[src/design/vref_pkg.sv]
// vref_pkg: shared types and constants for the vector refraction block.
// No dependencies; imported by every module of the block.
`timescale 1ns / 1ps
package vref_pkg;

  // APB register map (byte addresses, decoded on paddr[2])
  localparam int unsigned AddrW = 3;
  localparam logic RegIndexBefore = 1'b0;
  localparam logic RegIndexAfter  = 1'b1;
  localparam logic [15:0] IndexReset = 16'd16384;

  localparam logic [17:0] NrMax    = 18'h3FFFF;
  localparam logic [17:0] CosOne   = 18'd16384;
  localparam logic [28:0] OneQ28   = 29'h1000_0000;
  localparam logic [63:0] OneQ56   = 64'h0100_0000_0000_0000;
  localparam int unsigned DivSteps  = 18;
  localparam int unsigned SqrtSteps = 29;

  // stage map of the pipeline line
  localparam int unsigned StProd  = 1;
  localparam int unsigned StCos   = 2;
  localparam int unsigned StC1    = 3;
  localparam int unsigned StNr    = DivSteps + 1;          // 19
  localparam int unsigned StPart  = StNr + 1;              // 20
  localparam int unsigned StRad   = StPart + 1;            // 21
  localparam int unsigned StGamma = StRad + SqrtSteps + 1; // 51
  localparam int unsigned StProdB = StGamma + 1;           // 52
  localparam int unsigned StOut   = StProdB + 1;           // 53
  localparam int unsigned NumSt   = StOut + 1;

  // one restoring-division cell: one quotient bit per cell
  typedef struct packed {
    logic [15:0] rem;
    logic [17:0] quo;
    logic [17:0] num;
    logic [15:0] dvs;
    logic        sat;
  } div_t;

  // one square-root cell: one root bit per cell
  typedef struct packed {
    logic [30:0] rem;
    logic [28:0] root;
    logic [57:0] x;
  } sqrt_t;

  // request payload as it travels down the line
  typedef struct packed {
    logic [2:0][15:0] dir;
    logic [2:0][15:0] nrm;
    logic             eq;
    logic [2:0][31:0] prod;
    logic [17:0]      cosi;
    logic [28:0]      c1;
    logic [17:0]      nr;
    logic [35:0]      nr2;
    logic [35:0]      nrcosi;
    logic [46:0]      ph;
    logic [46:0]      pl;
    logic [2:0][34:0] a;
    logic             tir;
    logic [56:0]      rad;
    logic [37:0]      gamma;
    logic [2:0][53:0] b;
    logic [2:0][15:0] res;
  } side_t;

endpackage

[src/design/vref_div_cell.sv]
// vref_div_cell: one step of the index-ratio divider chain.
// Depends on vref_pkg (div_t).
`timescale 1ns / 1ps
module vref_div_cell import vref_pkg::*; (
  input  logic clk_i,
  input  logic en_i,
  input  div_t div_i,
  output div_t div_o
);

  div_t        div_d, div_q;
  logic [16:0] trial;
  logic        ge;

  always_comb begin
    trial = {div_i.rem, div_i.num[17]};
    ge    = trial >= {1'b0, div_i.dvs};
    div_d = div_i;
    div_d.rem = ge ? 16'(trial - {1'b0, div_i.dvs}) : trial[15:0];
    div_d.quo = {div_i.quo[16:0], ge};
    div_d.num = {div_i.num[16:0], 1'b0};
  end

  always_ff @(posedge clk_i) begin
    if (en_i) begin
      div_q <= div_d;
    end
  end

  assign div_o = div_q;

endmodule

[config.mk]
export PLATFORM = sky130hd
export DESIGN_NAME = vref_div_cell
export DESIGN_NICKNAME = d
export VERILOG_FILES = /design/src/design/vref_pkg.sv /design/src/design/vref_div_cell.sv
export SDC_FILE = /design/constraint.sdc
export NUM_CORES = 1
export LEC_CHECK = 0
export ABC_CLOCK_PERIOD_IN_PS = 2500
export BUFFER_PORTS_ARGS = -buffer_cell sky130_fd_sc_hd__buf_2
export CORE_ASPECT_RATIO = 0.75
export CORE_MARGIN = 5
export CORE_UTILIZATION = 43
export CTS_CLUSTER_DIAMETER = 50
export DETAILED_ROUTE_END_ITERATION = 8
export MAX_ROUTING_LAYER = met4
export PLACE_DENSITY = 0.76
export SETUP_SLACK_MARGIN = 0.1
export SLEW_MARGIN = 10
export SYNTH_ARGS = -nofsm -noshare
export SYNTH_HDL_FRONTEND = slang
export SYNTH_SLANG_ARGS = --single-unit
[constraint.sdc]
create_clock -name clk_i -period 2.5 [get_ports clk_i]
set_input_delay 0.375 -clock clk_i [delete_from_list [all_inputs] [get_ports clk_i]]
set_output_delay 0.375 -clock clk_i [all_outputs]
set_load 0.01 [all_outputs]
==> impl_metrics.toml <==
[floorplan]
start_util_pct = 43.8
ios = 140
die_area_mm2 = 0.00928
die_w_um = 110
coreArea_mm2 = 0.00730
die_y_um = 84.7
num_rows = 27

[synthesis]
synthTopCellsByCount = "edfxtp_1, inv_1, ha_1"
yosysMostFrequentCell = "edfxtp_1"
netlist.area_leader.share_pct = 63.8
synthAdderAreaFrac_pct = 6.89
yosys.area.top_type = "edfxtp_1"
synth_top_family_by_area = "compound AO/OA/AOI/OAI gates"
syn_area_per_cell_um2 = 14.2
synth_area_leaders = "edfxtp_1, ha_1, mux2_4, inv_1, mux2_2"
synth.area.mux_share_pct = 5.91
ys.flop_type = "edfxtp_1"
synth_xor_area_share_pct = 2.46
synth_edf_count = 68
yosysUniqueCellTypes = 40
synth-simple-area-share_pct = 5.16
syn_inst = 225
seq_area_frac_synth_pct = 63.8
syn_nets = 313
synth_compound_area_share_pct = 11.8
async_flop_share_pct = 0
synth_seq_cells = 68
netlist_area_mm2 = 0.00320
synth_warnings = 0

[detailed_routing]
drt_wl_total_mm = 8.15
drcViolationCount = 0
via_per_inst = 4.83
firstDrtPassIters = 5
drt-wirelength-per-cell_um = 16.4
antenna_left = 0
num_vias = 2406
first_iter_violations = 140

[layout]
fin_area_mm2 = 0.00445
area_delta_synth_final_pct = 39.3
n_antenna_cell = 0
final_nets = 480
fillCellCount = 587
utilization_pct = 61.0
largest_reg_flops = 68
drive_above_1_share_pct = 51.4

[cts]
cts.clk_slew.worst_paths_ns = 0.08
cts_hold_buf = 0
post_cts_buffers = 0
cts.repair.resized = 0
cts_tree = "done"
cts_buffers = 9
clock_path_buffers = 2
root_buffer = "clkbuf_8"
cts.sinks = 68
htreeDepth = 3

[pwr]
seqPwrFrac_pct = 47.5
clkPwrFrac_pct = 30.9
pwr-share-comb_pct = 21.6
vdd_drop_max_mv = 0.269
leakage_nw = 2.00
p_int_mw = 2.17
power_mw = 2.97
p_sw_mw = 0.806
p_sw_share_pct = 27.1
p_per_area_mw_per_mm2 = 667

[setup_path]
crit_arrival_ns = 2.40
end_kind = "flip-flop"
critical_path_class = "input port to flip-flop"
crit_slowest_cell = "fa_1"
critPathMaxFanout = 3
crit_path_start_kind = "input port"
crit_chain = "buf_2 -> ha_1 -> fa_1 -> nor2b_1 -> o31ai_1 -> a211oi_2 -> buf_4 -> o211a_1 -> a211oi_1 -> mux2_4"
slowest_delay_ns = 0.41
required_ns = 2.59

[grt]
grt_pass1_wl_mm = 12.5
grt_pass1_vias = 2410
antenna_found_initial = 0
grt_max_degree = 69
grt_util_all_layers_pct = 18.2
globalRouteOverflowTotal = 0

[timing]
setup_ws_ns = 0.194
rsz0062_at_grt = "no"
setup_viol = 0
max_freq_mhz = 434
period_share_pct = 92.2
slew_violations = 0
slew_headroom_pct = 64.2
min_period_ns = 2.31
tightest_slew_ns = 0.531
report.final.hold_viol_count = 0

[flow_run]
cap_viol_max_count = 0

[placed_design]
portBuffers = 137
dp_hpwl_mm = 6.34
place_congestion = 0.947
postPlaceCellArea_mm2 = 0.00426
dp_slack_ns = -0.141

[hold_path]
min_path_type = "input port to flip-flop"
hold_depth = 1

[outcome]
status = "finished, final reports clean"
layout make-up:
class | instances | area (µm²) | share of cell area, %
multi-input cells | 130 | 1110 | 25.0
well taps | 101 | 126 | 2.84
flip-flops and latches | 68 | 2040 | 45.8
repair buffers | 161 | 891 | 20.0
clock inverters | 7 | 75.1 | 1.69
inverters | 22 | 82.6 | 1.85
clock buffers | 9 | 124 | 2.78
path summary, 6_finish.rpt:
kind                       from   endpoint  slack [ns]
worst max-delay path   div_i[1]  div_o[67]        0.19
worst min-delay path  div_i[41]  div_o[42]        0.20
power by group through the flow:
stage	Combinational [mW]	Clock (mW)	Sequential, mW
2_1_floorplan	0.297	0	1.50
4_1_cts	0.647	0.953	1.41
3_5_place_dp	0.644	0	1.44
6_report	0.642	0.917	1.41
5_1_grt	0.700	1.01	1.42
3_3_place_gp	0.628	0	1.44
per-stage QoR:
step	hold slack (ns)	setup TNS (ns)	cells
2_1_floorplan	0.474	0	225
3_5_place_dp	0.554	-1.56	482
4_1_cts	0.186	0	498
3_3_place_gp	0.551	-1.04	482
6_report	0.201	0	498
5_1_grt	0.184	0	498
metal layers:
metal | track usage (%) | share of wire (%) | up-vias
met5 | - | 0 | -
met4 | 5.66 | 1.0 | 0
met3 | 5.76 | 10 | 7
met2 | 29.0 | 46 | 105
met1 | 22.1 | 43 | 1115
li1 | - | - | 1179
layout by cell type (no fill, tap or decap), types with 2 or more instances in the layout:
master    count
mux2i_1       2
nor2_1       12
buf_12        2
ha_4          3
o21ai_2       2
a21oi_1      12
clkbuf_8      9
edfxtp_1     68
mux2_4        6
nor2b_1       3
nand2_1       8
xor2_1        3
o21a_1        3
clkinv_2      2
a21boi_0      2
buf_2       137
a21oi_2       2
xnor2_1       6
buf_4        22
inv_1        22
a211oi_1      3
nand4_1       2
clkinv_4      3
o31a_1        2
o21ai_0      11
nand3_1       3
a211oi_2      2
mux2_2        7
a21o_1        7
ha_1         12
cells by family after synthesis:
kind of cell / after synthesis
DFF: 68
adders and majority gates: 17
muxes: 15
buffers and inverters: 27
xor gates and xnor gates: 9
and+or+nand+nor: 33
AOI/OAI and AO/OA: 55
other: 1
worst max-delay path: cells and delay by family:
kind,cells,cell delay [ns]
muxes,1,0.27
AOI/OAI and AO/OA,4,0.63
buffers and inverters,2,0.27
adders and majority gates,2,0.63
and+or+nand+nor,1,0.22
(Power assumes the default switching activity.)
