### src/design/vref_pkg.sv
// vref_pkg: shared types and constants for the vector refraction block.
// No dependencies; imported by every module of the block.
`timescale 1ns / 1ps
package vref_pkg;

  // APB register map (byte addresses, decoded on paddr[2])
  localparam int unsigned AddrW = 3;
  localparam logic RegIndexBefore = 1'b0;
  localparam logic RegIndexAfter  = 1'b1;
  localparam logic [15:0] IndexReset = 16'd16384;

  localparam logic [17:0] NrMax    = 18'h3FFFF;
  localparam logic [17:0] CosOne   = 18'd16384;
  localparam logic [28:0] OneQ28   = 29'h1000_0000;
  localparam logic [63:0] OneQ56   = 64'h0100_0000_0000_0000;
  localparam int unsigned DivSteps  = 18;
  localparam int unsigned SqrtSteps = 29;

  // stage map of the pipeline line
  localparam int unsigned StProd  = 1;
  localparam int unsigned StCos   = 2;
  localparam int unsigned StC1    = 3;
  localparam int unsigned StNr    = DivSteps + 1;          // 19
  localparam int unsigned StPart  = StNr + 1;              // 20
  localparam int unsigned StRad   = StPart + 1;            // 21
  localparam int unsigned StGamma = StRad + SqrtSteps + 1; // 51
  localparam int unsigned StProdB = StGamma + 1;           // 52
  localparam int unsigned StOut   = StProdB + 1;           // 53
  localparam int unsigned NumSt   = StOut + 1;

  // one restoring-division cell: one quotient bit per cell
  typedef struct packed {
    logic [15:0] rem;
    logic [17:0] quo;
    logic [17:0] num;
    logic [15:0] dvs;
    logic        sat;
  } div_t;

  // one square-root cell: one root bit per cell
  typedef struct packed {
    logic [30:0] rem;
    logic [28:0] root;
    logic [57:0] x;
  } sqrt_t;

  // request payload as it travels down the line
  typedef struct packed {
    logic [2:0][15:0] dir;
    logic [2:0][15:0] nrm;
    logic             eq;
    logic [2:0][31:0] prod;
    logic [17:0]      cosi;
    logic [28:0]      c1;
    logic [17:0]      nr;
    logic [35:0]      nr2;
    logic [35:0]      nrcosi;
    logic [46:0]      ph;
    logic [46:0]      pl;
    logic [2:0][34:0] a;
    logic             tir;
    logic [56:0]      rad;
    logic [37:0]      gamma;
    logic [2:0][53:0] b;
    logic [2:0][15:0] res;
  } side_t;

endpackage

### src/design/vref_sqrt_cell.sv
// vref_sqrt_cell: one digit step of the integer square-root chain.
// Depends on vref_pkg (sqrt_t).
`timescale 1ns / 1ps
module vref_sqrt_cell import vref_pkg::*; (
  input  logic  clk_i,
  input  logic  en_i,
  input  sqrt_t sq_i,
  output sqrt_t sq_o
);

  sqrt_t       sq_d, sq_q;
  logic [32:0] rem2;
  logic [32:0] trial;
  logic        ge;

  always_comb begin
    rem2  = {sq_i.rem, sq_i.x[57:56]};
    trial = {2'b00, sq_i.root, 2'b01};
    ge    = rem2 >= trial;
    sq_d.rem  = ge ? 31'(rem2 - trial) : rem2[30:0];
    sq_d.root = {sq_i.root[27:0], ge};
    sq_d.x    = {sq_i.x[55:0], 2'b00};
  end

  always_ff @(posedge clk_i) begin
    if (en_i) begin
      sq_q <= sq_d;
    end
  end

  assign sq_o = sq_q;

endmodule
### config.mk
export PLATFORM = sky130hd
export DESIGN_NAME = vref_sqrt_cell
export DESIGN_NICKNAME = d
export VERILOG_FILES = /design/src/design/vref_pkg.sv /design/src/design/vref_sqrt_cell.sv
export SDC_FILE = /design/constraint.sdc
export NUM_CORES = 1
export LEC_CHECK = 0
export BUFFER_PORTS_ARGS = -buffer_cell sky130_fd_sc_hd__buf_2
export CAP_MARGIN = 5
export CORE_MARGIN = 3
export CORE_UTILIZATION = 25
export DETAILED_ROUTE_END_ITERATION = 7
export SLEW_MARGIN = 10
export SYNTH_ARGS = -nofsm -noshare
export SYNTH_HDL_FRONTEND = slang
export SYNTH_SLANG_ARGS = --single-unit
### constraint.sdc
create_clock -name clk_i -period 4 [get_ports clk_i]
set_clock_uncertainty 0.05 [all_clocks]
set_input_delay 0.4 -clock clk_i [delete_from_list [all_inputs] [get_ports clk_i]]
set_output_delay 0.4 -clock clk_i [all_outputs]
set_load 0.02 [all_outputs]
==> impl_metrics.csv <==
group,metric,value,unit
run_status,outcome,"completed",
power_and_ir_drop,p_int,0.00275,W
flow_run,cap_violations,0,
cells_and_area,area_delta_synth_final,35.4,%
cells_and_area,n_antenna_cell,0,
drt,vias,4268,
grt,grt_pass1_wl,23700,um
drt,drtAntennaViolNets,0,
worst_setup_path,critPathMostFrequentCell,"a31oi_4",
worst_setup_path,path_buf_inv,3,
sta,fin_crit,2940,ps
floorplanning,ios,238,
clock_network,cts_tree,"built",
worst_setup_path,max_stage_delay,390,ps
clock_network,ctsHtreeMaxLevel,4,
sta,final.period_utilization,73.6,%
worst_setup_path,path_delay_family,"compound AO/OA/AOI/OAI gates",
worst_hold_path,hp-start,"sq_i[41]",
clock_network,path_clk_slew,60,ps
yosys,yosys_warnings,0,
sta,setup_viol,0,
power_and_ir_drop,p_leak,3.49,nW
cells_and_area,largest_reg_flops,116,
clock_network,cts-root-buf,"clkbuf_16",
worst_setup_path,path_cells,"buf_2 > inv_1 > ha_1 > o21ai_0 > a221oi_2 > a41oi_2 > o211ai_2 > a31oi_4 > o21ai_2 > a31oi_4 > buf_12 > mux2_4",
yosys,synthesis.area,5850,um2
clock_network,cts_made_buffers,17,
clock_network,clock_sinks,116,
sta,tightest_slew,721,ps
worst_setup_path,crit_cells,12,
cells_and_area,nNetsFinal,826,
yosys,synth_seq_cells,116,
drt,wire_per_inst,15.7,um
placement,gp_congestion,0.796,
floorplanning,start_util,25.7,%
yosys,synth_edf_count,116,
cells_and_area,drive_above_1_share,44.2,%
worst_hold_path,hp-class,"input pin to flip-flop",
yosys,syn_inst,433,
drt,drt_wl_total,15700,um
clock_network,cts_buffer_depth,2,
power_and_ir_drop,p_clk_share,40.2,%
sta,finalSetupTns,0,ps
power_and_ir_drop,peakVddDrop,0.225,mV
yosys,synth.distinct_cells,50,
cells_and_area,final_common_cell,"buf_2",
worst_hold_path,whs_path_depth,1,
yosys,yosysTopAreaCell,"edfxtp_1",
sta,slew_headroom,51.9,%
floorplanning,die_height,159,um
placement,numPortBuffers,235,
power_and_ir_drop,p_sw,0.00111,W
yosys,ys_async_sr_fraction,0,%
cells_and_area,fin_util,34.8,%
floorplanning,die_w,159,um
worst_setup_path,cp_max_fo,31,
drt,first_pass_iters,5,
yosys,synth_top_area_share,59.6,%
power_and_ir_drop,combPwrFrac,20.6,%
grt,grt_overflow,0,
worst_setup_path,cp-start-kind,"input pin",
worst_setup_path,end_kind,"flip-flop",
worst_hold_path,holdPathEnd,"sq_o[43]",
grt,grt_pass1_vias,4314,
cells_and_area,multi_input_area,2070,um2
yosys,synth_top_flop_cell,"edfxtp_1",
worst_setup_path,cp_slowest_cell,"a221oi_2",
cells_and_area,final_cell_mix,"buf_2 (234), edfxtp_1 (116), inv_1 (39)",
sta,rsz0062_at_grt,"false",
grt,antenna_found_initial,2,
drt,viasPerCell,4.26,
grt,grtUsageTotal,12.2,%
placement,place_hpwl,12000,um
cells_and_area,seq_area,3480,um2
drt,drtIter0Drc,238,
floorplanning,rows,55,
yosys,syn_avg_cell_area,13.5,um2
sta,max_clock_freq,0.340,GHz
floorplanning,die_area,25300,um2
power_and_ir_drop,p_sw_share,28.8,%
sta,finalHoldViolCount,0,
yosys,synth_area_leaders,"edfxtp_1 (60%), mux2_4 (6.7%), ha_1 (6.6%), a21oi_1 (2.9%), inv_1 (2.5%)",
worst_setup_path,worstPathRequired,4110,ps
yosys,seq_area_frac_synth,59.6,%
worst_setup_path,arrival,3050,ps
power_and_ir_drop,seqPwrFrac,39.3,%
clock_network,cts_setup_buffers,0,
grt,grt_max_degree,69,
floorplanning,coreArea,22800,um2
sta,slew_viol_final,0,
power_and_ir_drop,power_density,488,nW/um2
worst_setup_path,crit_type,"input pin to flip-flop",
clock_network,post_cts_resized,0,
cells_and_area,fillerInstances,2299,
drt,drc_errors,0,
clock_network,cts_hold_buf,0,
-- synthesized netlist by cell type (8+ instances only) --
| cell type | number |
|---|---|
| nand3_1 | 10 |
| o21ai_0 | 13 |
| nand4_1 | 8 |
| edfxtp_1 | 116 |
| a21oi_1 | 34 |
| nor2_1 | 17 |
| xnor2_1 | 12 |
| inv_1 | 39 |
| nand2_1 | 26 |
| a21o_1 | 11 |
| ha_1 | 31 |
| xor2_1 | 14 |
| mux2_4 | 26 |
-- cell type report --
cell class | instances | share of cell area [%]
Clock inverter | 15 | 2.13
Sequential cell | 116 | 44.0
Clock buffer | 17 | 5.37
Inverter | 39 | 1.85
Timing Repair Buffer | 238 | 15.5
Tap cell | 313 | 4.95
Multi-Input combinational cell | 263 | 26.2
-- how the worst max path moves through the flow --
| stage | end | from | slack, ps |
|---|---|---|---|
| floorplan | sq_o[100] | sq_i[63] | 1000 |
| global placement | sq_o[100] | sq_i[58] | 680 |
| detailed placement | sq_o[103] | sq_i[58] | 590 |
| CTS | sq_o[108] | sq_i[58] | 1030 |
| global route | sq_o[117] | sq_i[64] | 840 |
| finish | sq_o[108] | sq_i[58] | 1060 |
-- metrics by stage --
stage | hold WS (ps) | worst slack [ps] | std cells | total power, W | area, um2
after floorplan | 449 | 1000 | 434 | 0.00207 | 5850
after global placement | 526 | 682 | 969 | 0.00234 | 7320
after detailed placement | 528 | 595 | 969 | 0.00235 | 7320
after CTS | 80.7 | 1030 | 1001 | 0.00394 | 7920
after global routing | 79.8 | 845 | 1001 | 0.00405 | 7920
final | 108 | 1060 | 1001 | 0.00387 | 7920
-- layer usage --
metal  GRT usage (%)  wire [um]  vias up
met4            3.74        163        4
met5               0         27        -
met3            5.09       1390       16
met2            20.6       7570      188
met1            14.3       6540     1975
li1                -          -     2085
-- logic make-up (layout without fill, tap and decap cells) --
family,after synthesis,in the layout,synth area share [%]
AO/OA/AOI/OAI,88,88,10.2
XOR/XNOR,26,26,3.90
adder cells (fa/ha/maj),31,31,6.64
buffers and inverters,55,309,4.99
flip-flops,116,116,59.6
multiplexers,31,31,7.56
other,1,2,0.0642
AND/OR/NAND/NOR,85,85,7.08
-- power groups by stage --
stage / sequential [W] / clock (W) / combinational, W
6_report: 0.00152 / 0.00155 / 0.000795
2_1_floorplan: 0.00171 / 0 / 0.000362
4_1_cts: 0.00152 / 0.00161 / 0.000807
3_5_place_dp: 0.00154 / 0 / 0.000804
3_3_place_gp: 0.00154 / 0 / 0.000795
5_1_grt: 0.00153 / 0.00166 / 0.000864
No activity file was read; power rests on OpenSTA's default activity.
